==> src/hw/rtl/ptud_pkg.sv <==
// ptud_pkg: shared types, codes and palette conversion for the palettized
// texture unswizzle decoder
// no dependencies
package ptud_pkg;

    localparam int PALETTE_ENTRIES   = 256;
    localparam int SUBTEXTURE_PIXELS = 8192;
    localparam int SLOT_W            = $clog2(PALETTE_ENTRIES);
    localparam int PIX_ADDR_W        = $clog2(SUBTEXTURE_PIXELS);
    localparam int COLOUR_W          = 32;

    // input commands
    localparam logic CMD_LOAD  = 1'b0;
    localparam logic CMD_PIXEL = 1'b1;

    // configuration register indexes
    localparam logic REG_PALETTE_IS_32BIT = 1'b0;
    localparam logic REG_LAYOUT_SWIZZLED  = 1'b1;

    // controls for the swizzle address generator
    typedef struct packed {
        logic advance;
        logic clear;
    } ptud_gen_ctrl_t;

    function automatic logic [7:0] widen5(input logic [4:0] v);
        return {v, v[4:2]};
    endfunction

    function automatic logic [COLOUR_W-1:0] convert_word(input logic [31:0] w,
                                                         input logic is_32bit);
        logic [COLOUR_W-1:0] c;
        if (is_32bit) begin
            c = {w[31:24], w[7:0], w[15:8], w[23:16]};
        end else begin
            c = {(w[15] ? 8'h80 : 8'h00), widen5(w[4:0]), widen5(w[9:5]),
                 widen5(w[14:10])};
        end
        return c;
    endfunction

    // clut reorder: swap bits 3 and 4 of the load position
    function automatic logic [SLOT_W-1:0] clut_slot(input logic [SLOT_W-1:0] k);
        logic [SLOT_W-1:0] s;
        s    = k;
        s[3] = k[4];
        s[4] = k[3];
        return s;
    endfunction

endpackage

==> src/hw/rtl/ptud_swizzle_gen.sv <==
// ptud_swizzle_gen: incremental swizzle address generator for 128x64 subtextures
// depends on ptud_pkg
module ptud_swizzle_gen (
    input  logic                               aclk,
    input  logic                               aresetn,
    input  ptud_pkg::ptud_gen_ctrl_t           ctrl,
    output logic [ptud_pkg::PIX_ADDR_W-1:0]    swz_address
);
    import ptud_pkg::*;

    localparam logic signed [5:0] SHIFT_LOW  = 6'sd12;
    localparam logic signed [5:0] SHIFT_HIGH = 6'sd16;

    logic [13:0]        base_reg, base_next;
    logic [4:0]         step_reg, step_next;
    logic signed [5:0]  shift_reg, shift_next;

    logic               upper;
    logic signed [5:0]  off;
    logic signed [4:0]  bonus;
    logic [13:0]        base_inc;

    always_comb begin
        upper = base_reg[9];
        off   = shift_reg + 6'sd3;
        if (step_reg[1:0] == 2'd0) begin
            off = off - 6'sd15;
        end
        bonus = 5'sd0;
        if (step_reg > 5'd16 && !upper && step_reg[0]) begin
            bonus = -5'sd8;
        end
        if (!(step_reg < 5'd16 && !step_reg[0]) && upper) begin
            bonus = -5'sd8;
        end
        swz_address = base_reg[PIX_ADDR_W-1:0]
                    + {{(PIX_ADDR_W-5){1'b0}}, step_reg}
                    + {{(PIX_ADDR_W-9){1'b0}}, step_reg[0], 8'h00}
                    + {{(PIX_ADDR_W-6){off[5]}}, off}
                    + {{(PIX_ADDR_W-5){bonus[4]}}, bonus};
    end

    always_comb begin
        base_next  = base_reg;
        step_next  = step_reg;
        shift_next = shift_reg;
        base_inc   = base_reg + 14'd16;
        if (ctrl.clear) begin
            base_next  = '0;
            step_next  = '0;
            shift_next = SHIFT_LOW;
        end else if (ctrl.advance) begin
            step_next  = step_reg + 5'd1;
            shift_next = off;
            if (step_reg == 5'd31) begin
                // end of a 32-pixel run: move to the next column block
                base_next  = (base_inc[7:0] == 8'h00) ? base_inc + 14'd256 : base_inc;
                shift_next = base_next[9] ? SHIFT_HIGH : SHIFT_LOW;
            end
        end
    end

    always_ff @(posedge aclk) begin
        if (!aresetn) begin
            base_reg  <= '0;
            step_reg  <= '0;
            shift_reg <= SHIFT_LOW;
        end else begin
            base_reg  <= base_next;
            step_reg  <= step_next;
            shift_reg <= shift_next;
        end
    end

endmodule

==> config.mk <==
export PLATFORM = sky130hd
export DESIGN_NAME = ptud_swizzle_gen
export DESIGN_NICKNAME = d
export VERILOG_FILES = /design/src/hw/rtl/ptud_pkg.sv /design/src/hw/rtl/ptud_swizzle_gen.sv
export SDC_FILE = /design/constraint.sdc
export NUM_CORES = 1
export LEC_CHECK = 0
export ABC_CLOCK_PERIOD_IN_PS = 6400
export BUFFER_PORTS_ARGS = -buffer_cell sky130_fd_sc_hd__buf_2
export CAP_MARGIN = 40
export CORE_MARGIN = 10
export CORE_UTILIZATION = 30
export CTS_BUF_LIST = sky130_fd_sc_hd__clkbuf_8
export DETAILED_ROUTE_END_ITERATION = 10
export SETUP_SLACK_MARGIN = 0.02
export SKIP_CTS_REPAIR_TIMING = 1
export SYNTH_ARGS = -nofsm -noshare
export SYNTH_HDL_FRONTEND = slang
export SYNTH_SLANG_ARGS = --single-unit
==> constraint.sdc <==
create_clock -name aclk -period 6.4 [get_ports aclk]
set_input_delay 0.32 -clock aclk [delete_from_list [all_inputs] [get_ports aclk]]
set_output_delay 0.32 -clock aclk [all_outputs]
set_load 0.01 [all_outputs]
==> impl_metrics.py, run 1 <==
metrics = {
    "sta": {
        "worst_slew_pin_slew_ns": 0.7525,
        "max_freq_mhz": 181.7,
        "finalClockSkew_ns": 0.004607,
        "report.final.setup_viol": 0,
        "totalNegativeSetupSlack_ns": 0,
        "drv_slew": 0,
        "hold_viol": 0,
        "grt_setup_unrepaired": "false",
        "post-route-period-util_pct": 85.99,
        "holdWs_ns": 0.4735,
        "slew_headroom_pct": 49.83,
        "post-route-min-period_ns": 5.503,
    },
    "logic_synthesis": {
        "yosys_most_used_dff": "sky130_fd_sc_hd__dfxtp_1",
        "number_of_nets_in_the_synthesized_netlist": 290,
        "number_of_flops_mapped_to_enable_cells_by_yosys": 0,
        "yosys.cell_types.count": 53,
        "synth_seq_cells": 20,
        "async_set_reset_flop_share_out_of_synthesis_pct": 0,
        "synth.yosys.seq_area_share_pct": 18.28,
        "synthTopCellsByArea": "sky130_fd_sc_hd__ha_1, sky130_fd_sc_hd__dfxtp_1, sky130_fd_sc_hd__fa_1",
        "post_synth.cell_area_avg_um2": 8.942,
        "share_of_the_synthesized_area_in_the_top_cell_type_pct": 18.85,
        "post_synth_inst_count": 245,
        "ys.warnings.count": 0,
        "synth_top_area_cell": "sky130_fd_sc_hd__ha_1",
        "synth_area_mm2": 0.002191,
    },
    "route": {
        "route.detailed.vias_per_inst": 4.640,
        "drc_errors": 0,
        "drt-wirelength-per-cell_um": 11.69,
        "drt-initial-drc-count": 63,
        "drt_wl_total_um": 4161,
        "drt-pass1-iter-count": 4,
        "antenna_viol_nets_final": 0,
        "routed-via-count": 1652,
    },
    "critical_path": {
        "criticalPathCategory": "flip-flop to output port",
        "slowest_delay_ns": 0.61,
        "worst_path_dominant_cell_family": "adder cells",
        "cell_chain_of_the_critical_path": "inv_1 -> ha_1 -> or4b_2 -> o21ai_0 -> xnor2_1 -> fa_1 -> inv_1 -> ha_1 -> fa_1 -> a21o_1 -> a21oi_1 -> o21ai_0 -> nor4_1 -> o31ai_1 -> xnor3_1 -> buf_2",
        "cp_num_buf_inv": 3,
        "worst_ep_arrival_time_ns": 5.18,
        "worstPathMaxFanout": 9,
        "startpoint_type": "flip-flop",
        "wp_data_required_ns": 6.08,
        "worst_path_max_delay_cell": "sky130_fd_sc_hd__or4b_2",
        "setup.worst_path.end_class": "output port",
    },
    "floorplan": {
        "die_area_mm2": 0.01112,
        "initial_core_util_pct": 30.53,
        "io_pins": 17,
        "chipHeight_um": 105.5,
        "rows": 31,
        "die_w_um": 105.5,
        "fp.coreArea_mm2": 0.007176,
    },
    "clocking": {
        "worstSkewPairLatency_ns": 0.26,
        "clockRootBuffer": "sky130_fd_sc_hd__clkbuf_8",
        "ctsHtreeMaxLevel": 1,
        "cts-root-to-sink-buffers": 2,
        "cts_buffers": 3,
        "path_clk_slew_ns": 0.08,
        "cts.sinks": 20,
        "tritoncts": "built",
    },
    "hold_path": {
        "hold_path_class": "primary input to flip-flop",
    },
    "flow_run": {
        "max-cap-violations": 0,
    },
    "placement": {
        "dp_hpwl_um": 3385,
        "placement.cell_area_mm2": 0.002347,
        "numPortBuffers": 16,
        "routabilityCongestion": 0.7690,
    },
    "cells_and_area": {
        "drive_above_1_share_pct": 12.89,
        "filler_cell_count": 761,
        "fin_area_mm2": 0.002421,
        "largest_register_ffs": 9,
        "area.growth.synth_to_final_pct": 10.51,
        "finalNetCount": 302,
    },
    "global_routing": {
        "globalRoute.totalOverflow": 0,
        "global_route_wire_length_before_repair_um": 7307,
        "number_of_antenna_violations_at_the_first_check_in_global_routing": 1,
        "first_global_vias": 1635,
        "grt_max_degree": 20,
        "overall_global_routing_resource_usage_pct": 7.614,
    },
    "power_and_ir_drop": {
        "pwr_density_cell_mw_per_mm2": 166.1,
        "peakVddDrop_mv": 0.06218,
        "leakage_nw": 1.142,
    },
    "outcome": {
        "run_status": "completed",
    },
}
-- report_power, final --
group          leakage [nW]  internal (mW)  total (mW)  switching (mW)
clock network        0.0357         0.0836       0.128          0.0448
logic                 0.944         0.0641       0.144          0.0795
registers             0.162          0.126       0.130         0.00392
total                  1.14          0.274       0.402           0.128
-- layout by cell type (no fill, tap or decap), types with 8 or more instances in the layout --
master,instances
sky130_fd_sc_hd__nand2_1,16
sky130_fd_sc_hd__inv_1,16
sky130_fd_sc_hd__dfxtp_1,20
sky130_fd_sc_hd__ha_1,33
sky130_fd_sc_hd__buf_2,16
sky130_fd_sc_hd__a21oi_1,11
sky130_fd_sc_hd__fa_1,8
sky130_fd_sc_hd__nor2_1,23
sky130_fd_sc_hd__xnor2_1,17
sky130_fd_sc_hd__xor2_1,15
-- per-stage QoR --
stage,setup slack (ns),util [%],power (mW),std cells
2_1_floorplan,1.256,-,0.2442,245
3_3_place_gp,1.198,32.71,0.2791,351
3_5_place_dp,1.143,32.71,0.2790,351
4_1_cts,0.8304,33.71,0.4101,355
5_1_grt,0.4814,33.71,0.4321,355
6_report,0.8966,33.74,0.4022,356
-- cell usage after synthesis (3+ instances only) --
master / number
sky130_fd_sc_hd__buf_2: 3
sky130_fd_sc_hd__mux2i_1: 5
sky130_fd_sc_hd__nand3_1: 4
sky130_fd_sc_hd__nor2_1: 23
sky130_fd_sc_hd__a21o_2: 4
sky130_fd_sc_hd__clkbuf_1: 3
sky130_fd_sc_hd__ha_1: 33
sky130_fd_sc_hd__o21a_1: 3
sky130_fd_sc_hd__a21oi_1: 11
sky130_fd_sc_hd__and3_1: 6
sky130_fd_sc_hd__xnor2_1: 17
sky130_fd_sc_hd__o21ai_0: 6
sky130_fd_sc_hd__a22oi_1: 4
sky130_fd_sc_hd__inv_1: 16
sky130_fd_sc_hd__o31ai_1: 4
sky130_fd_sc_hd__xor2_1: 15
sky130_fd_sc_hd__fa_1: 8
sky130_fd_sc_hd__nand2_1: 16
sky130_fd_sc_hd__dfxtp_1: 20
sky130_fd_sc_hd__nand4_1: 3
-- cell families after synthesis --
family	Yosys count	synth area share [%]
xor+xnor	34	15.08
simple gates	69	15.53
buf+inv	26	5.482
flops	20	18.28
fa+ha+maj	41	26.16
compound gates	50	17.19
mux	5	2.285
-- cell type report --
| type | instances | area [µm²] | area share, % |
|---|---|---|---|
| clock inverter | 1 | 30.03 | 1.240 |
| antenna | 1 | 2.502 | 0.1034 |
| tap | 99 | 123.9 | 5.116 |
| timing repair buffer | 17 | 87.58 | 3.618 |
| sequential | 20 | 400.4 | 16.54 |
| inverter | 16 | 60.06 | 2.481 |
| multi-input combinational | 199 | 1675 | 69.20 |
| clock buffer | 3 | 41.29 | 1.705 |
-- worst paths after layout --
check        slack, ns                        end                 startpoint  depth (start not counted)
max               0.90            swz_address[12]  shift_reg[0]$_SDFFE_PP0P_                         16
min               0.47   step_reg[4]$_SDFFE_PP0P_                    ctrl[1]                          3
max reg2reg       4.02  shift_reg[3]$_SDFFE_PP1P_  shift_reg[0]$_SDFFE_PP0P_                          6
min reg2reg       0.55  base_reg[10]$_SDFFE_PP0P_  base_reg[10]$_SDFFE_PP0P_                          2
-- worst register-to-register path, stage by stage, from the launching register on --
cell and delay (ns):
sky130_fd_sc_hd__dfxtp_1 0.54, sky130_fd_sc_hd__inv_1 0.08, sky130_fd_sc_hd__ha_1 0.37, sky130_fd_sc_hd__or4b_2 0.61
sky130_fd_sc_hd__o21ai_0 0.34, sky130_fd_sc_hd__o211ai_1 0.12, sky130_fd_sc_hd__a21bo_2 0.20
-- metal layers --
layer	global-route usage (%)	routed length [µm]	up-vias
met5	0	0	-
met4	3.039	69	0
met3	1.644	201	4
met2	12.53	1810	21
met1	9.439	2079	744
li1	-	-	883
(Power assumes the default switching activity.)
==> run 2, diff against run 1 <==
--- a/config.mk
+++ b/config.mk
@@ -5,9 +5,9 @@
 export SDC_FILE = /design/constraint.sdc
 export NUM_CORES = 1
 export LEC_CHECK = 0
+export ABC_AREA = 1
 export ABC_CLOCK_PERIOD_IN_PS = 6400
 export BUFFER_PORTS_ARGS = -buffer_cell sky130_fd_sc_hd__buf_2
-export CAP_MARGIN = 40
 export CORE_MARGIN = 10
 export CORE_UTILIZATION = 30
 export CTS_BUF_LIST = sky130_fd_sc_hd__clkbuf_8
==> run 2 against run 1 <==
Net effect: clock power decreased by 25%; combinational power increased by 15%; via count increased by 21%; sequential power about the same; highest routed layer is now met3; cell area increased by 3.9%; largest cell class unchanged; critical endpoint is now swz_address[9]; hold slack got worse by 0.065 ns; flip-flop and latch count unchanged.
==> impl_metrics.py, run 2 <==
metrics = {
    "sta": {
        "post-route-period-util_pct": 72.24,
        "totalNegativeSetupSlack_ns": 0,
        "max_freq_mhz": 216.3,
        "post-route-min-period_ns": 4.623,
        "report.final.setup_viol": 0,
        "finalClockSkew_ns": 0.002097,
        "slew_headroom_pct": 50.24,
        "hold_viol": 0,
        "grt_setup_unrepaired": "false",
        "drv_slew": 0,
        "worst_slew_pin_slew_ns": 0.7436,
    },
    "clocking": {
        "cts_buffers": 3,
        "ctsHtreeMaxLevel": 1,
        "cts.sinks": 20,
        "worstSkewPairLatency_ns": 0.26,
        "clockRootBuffer": "sky130_fd_sc_hd__clkbuf_8",
        "path_clk_slew_ns": 0.07,
        "tritoncts": "built",
        "cts-root-to-sink-buffers": 2,
    },
    "logic_synthesis": {
        "number_of_flops_mapped_to_enable_cells_by_yosys": 0,
        "yosys_most_used_dff": "sky130_fd_sc_hd__dfxtp_1",
        "async_set_reset_flop_share_out_of_synthesis_pct": 0,
        "synth_top_family_by_area": "simple AND/OR/NAND/NOR gates",
        "synthAdderAreaFrac_pct": 25.04,
        "synth_top_area_cell": "sky130_fd_sc_hd__ha_1",
        "synth_seq_cells": 20,
        "share_of_the_synthesized_netlist_area_taken_by_xor_and_xnor_gates_pct": 9.185,
        "number_of_nets_in_the_synthesized_netlist": 366,
        "synthTopCellsByArea": "sky130_fd_sc_hd__ha_1, sky130_fd_sc_hd__dfxtp_1, sky130_fd_sc_hd__nand2_1",
        "synth_area_mm2": 0.002288,
        "yosys.cell_count.top_type": "sky130_fd_sc_hd__nand2_1",
        "yosys.cell_types.count": 37,
        "share_of_synthesized_area_spent_on_multiplexers_pct": 0,
        "ys.warnings.count": 0,
        "synth.yosys.seq_area_share_pct": 17.50,
        "post_synth.cell_area_avg_um2": 7.129,
        "share_of_the_synthesized_area_in_the_top_cell_type_pct": 18.04,
        "synth-compound-area-share_pct": 13.18,
        "synth_simple_gate_area_share_pct": 25.53,
        "synth.cells.most_frequent": "sky130_fd_sc_hd__nand2_1, sky130_fd_sc_hd__inv_1, sky130_fd_sc_hd__ha_1",
        "post_synth_inst_count": 321,
    },
    "cells_and_area": {
        "largest_register_ffs": 9,
        "multi_input_comb_area_mm2": 0.001669,
        "finalNetCount": 382,
        "antenna-diode-count": 0,
        "sequential_cell_area_um2": 400.4,
        "final_cell_mix": "sky130_fd_sc_hd__nand2_1, sky130_fd_sc_hd__inv_1, sky130_fd_sc_hd__ha_1",
        "layout_commonest_cell": "sky130_fd_sc_hd__nand2_1",
        "filler_cell_count": 775,
        "area.growth.synth_to_final_pct": 9.951,
        "final_cell_count_no_fill": 435,
        "drive_above_1_share_pct": 10.42,
    },
    "floorplan": {
        "die_w_um": 107.3,
        "die_area_mm2": 0.01152,
        "rows": 31,
        "chipHeight_um": 107.3,
        "fp.coreArea_mm2": 0.007331,
        "initial_core_util_pct": 31.22,
        "io_pins": 17,
    },
    "global_routing": {
        "gr-max-usage-layer": "met2",
        "grt_max_degree": 14,
        "overall_global_routing_resource_usage_pct": 8.328,
        "number_of_antenna_violations_at_the_first_check_in_global_routing": 0,
        "globalRoute.totalOverflow": 0,
        "gr-usage-met3_pct": 2.036,
        "groute.layer.met2.usage_pct": 14.62,
        "global_route_wire_length_before_repair_um": 8135,
        "first_global_vias": 1837,
        "met1_usage_pct": 10.45,
    },
    "critical_path": {
        "r2r.worst_path.cells": 11,
        "rr_startpoint": "base_reg[5]$_SDFFE_PP0P_",
        "cell_chain_of_the_critical_path": "inv_1 -> ha_1 -> nand3_1 -> nand3_1 -> nand2_1 -> inv_1 -> fa_1 -> inv_1 -> fa_1 -> ha_1 -> a21oi_1 -> o21ai_0 -> a21o_1 -> a21oi_1 -> o21a_1 -> xor2_1 -> buf_2",
        "cp_common_cell": "sky130_fd_sc_hd__inv_1",
        "slowest_delay_ns": 0.50,
        "worst_ep_arrival_time_ns": 4.30,
        "cp-startpoint": "step_reg[0]$_SDFFE_PP0P_",
        "worstPathMaxFanout": 11,
        "worst_path_max_delay_cell": "sky130_fd_sc_hd__dfxtp_1",
        "criticalPathCategory": "flip-flop to output port",
        "worstSetupEndpoint": "swz_address[9]",
        "wp_data_required_ns": 6.08,
        "r2r_end": "shift_reg[3]$_SDFFE_PP1P_",
        "rrSetupSlack_ns": 4.08,
        "startpoint_type": "flip-flop",
        "setup.worst_path.end_class": "output port",
    },
    "placement": {
        "routabilityCongestion": 0.8404,
        "dp_hpwl_um": 4036,
        "numPortBuffers": 16,
        "placed_cells": 431,
    },
    "hold_path": {
        "hold_path_class": "primary input to flip-flop",
    },
    "power_and_ir_drop": {
        "leakage_nw": 1.342,
        "pwr_density_cell_mw_per_mm2": 155.7,
        "peakVddDrop_mv": 0.07907,
    },
    "route": {
        "antenna_viol_nets_final": 0,
        "routed-via-count": 2003,
        "drt-wirelength-per-cell_um": 10.89,
        "route.detailed.vias_per_inst": 4.605,
        "drc_errors": 0,
        "drt-initial-drc-count": 50,
        "drt_wl_total_um": 4738,
        "drt-pass1-iter-count": 4,
    },
    "flow_run": {
        "max-cap-violations": 0,
    },
    "outcome": {
        "run_status": "completed",
    },
}
[run 2: cell count changes in the layout (fill, tap and decap cells not counted), moves of 5 or more]
cell,change
sky130_fd_sc_hd__a21oi_1,+13
sky130_fd_sc_hd__xor2_1,+5
sky130_fd_sc_hd__and3_1,-6
sky130_fd_sc_hd__mux2i_1,-5
sky130_fd_sc_hd__nand3_1,+11
sky130_fd_sc_hd__nand2_1,+53
sky130_fd_sc_hd__inv_1,+32
sky130_fd_sc_hd__o21ai_0,+8
sky130_fd_sc_hd__xnor2_1,-13
[run 2: area by class of cell]
cell class / count / share of cell area, %
inverters: 50 / 7.459
clock buffers: 4 / 2.188
multi-input cells: 246 / 66.34
repair buffers: 16 / 3.183
flip-flops and latches: 20 / 15.91
well taps: 99 / 4.923
[run 2: per-layer routing]
| layer | wire [µm] | share of wire (%) |
|---|---|---|
| met5 | 0 | 0 |
| met4 | 0 | 0 |
| met3 | 169 | 3.6 |
| met2 | 2253 | 48 |
| met1 | 2315 | 49 |
[run 2: worst max-delay path, delay by kind of cell, from the launching register on]
family / cells / cell delay, ns
AO/OA/AOI/OAI: 5 / 0.83
XOR/XNOR: 1 / 0.13
adder cells (fa/ha/maj): 4 / 1.53
buffers and inverters: 4 / 0.47
flip-flops: 1 / 0.50
AND/OR/NAND/NOR: 3 / 0.59
[run 2: stage by stage]
step	setup WS [ns]	utilization [%]	power [mW]	area [µm²]	hold slack, ns
2_1_floorplan	2.473	-	0.2582	2288	0.4584
3_3_place_gp	2.111	33.57	0.3003	2461	0.4742
3_5_place_dp	2.107	33.57	0.3026	2461	0.4782
4_1_cts	1.798	34.32	0.4011	2516	0.4073
5_1_grt	1.407	34.32	0.4268	2516	0.4325
6_report	1.777	34.32	0.3918	2516	0.4087
[run 2: worst min path at each step]
stage / start / endpoint / slack, ns / depth (start not counted)
floorplan: shift_reg[1]$_SDFFE_PP0P_ / shift_reg[1]$_SDFFE_PP0P_ / 0.46 / 2
global placement: shift_reg[1]$_SDFFE_PP0P_ / shift_reg[1]$_SDFFE_PP0P_ / 0.47 / 2
detailed placement: shift_reg[1]$_SDFFE_PP0P_ / shift_reg[1]$_SDFFE_PP0P_ / 0.48 / 2
CTS: ctrl[1] / step_reg[0]$_SDFFE_PP0P_ / 0.41 / 3
global route: ctrl[1] / step_reg[0]$_SDFFE_PP0P_ / 0.43 / 4
finish: ctrl[1] / step_reg[0]$_SDFFE_PP0P_ / 0.41 / 3
[run 2: report_power, final]
group          total (mW)  internal (mW)  switching [mW]
sequential          0.131          0.127         0.00376
combinational       0.165         0.0639           0.101
clock              0.0964         0.0547          0.0416
[run 2: kinds of logic after synthesis]
family / Yosys count
AO/OA/AOI/OAI: 53
XOR/XNOR: 24
adder cells (fa/ha/maj): 41
buffers and inverters: 55
flip-flops: 20
AND/OR/NAND/NOR: 128
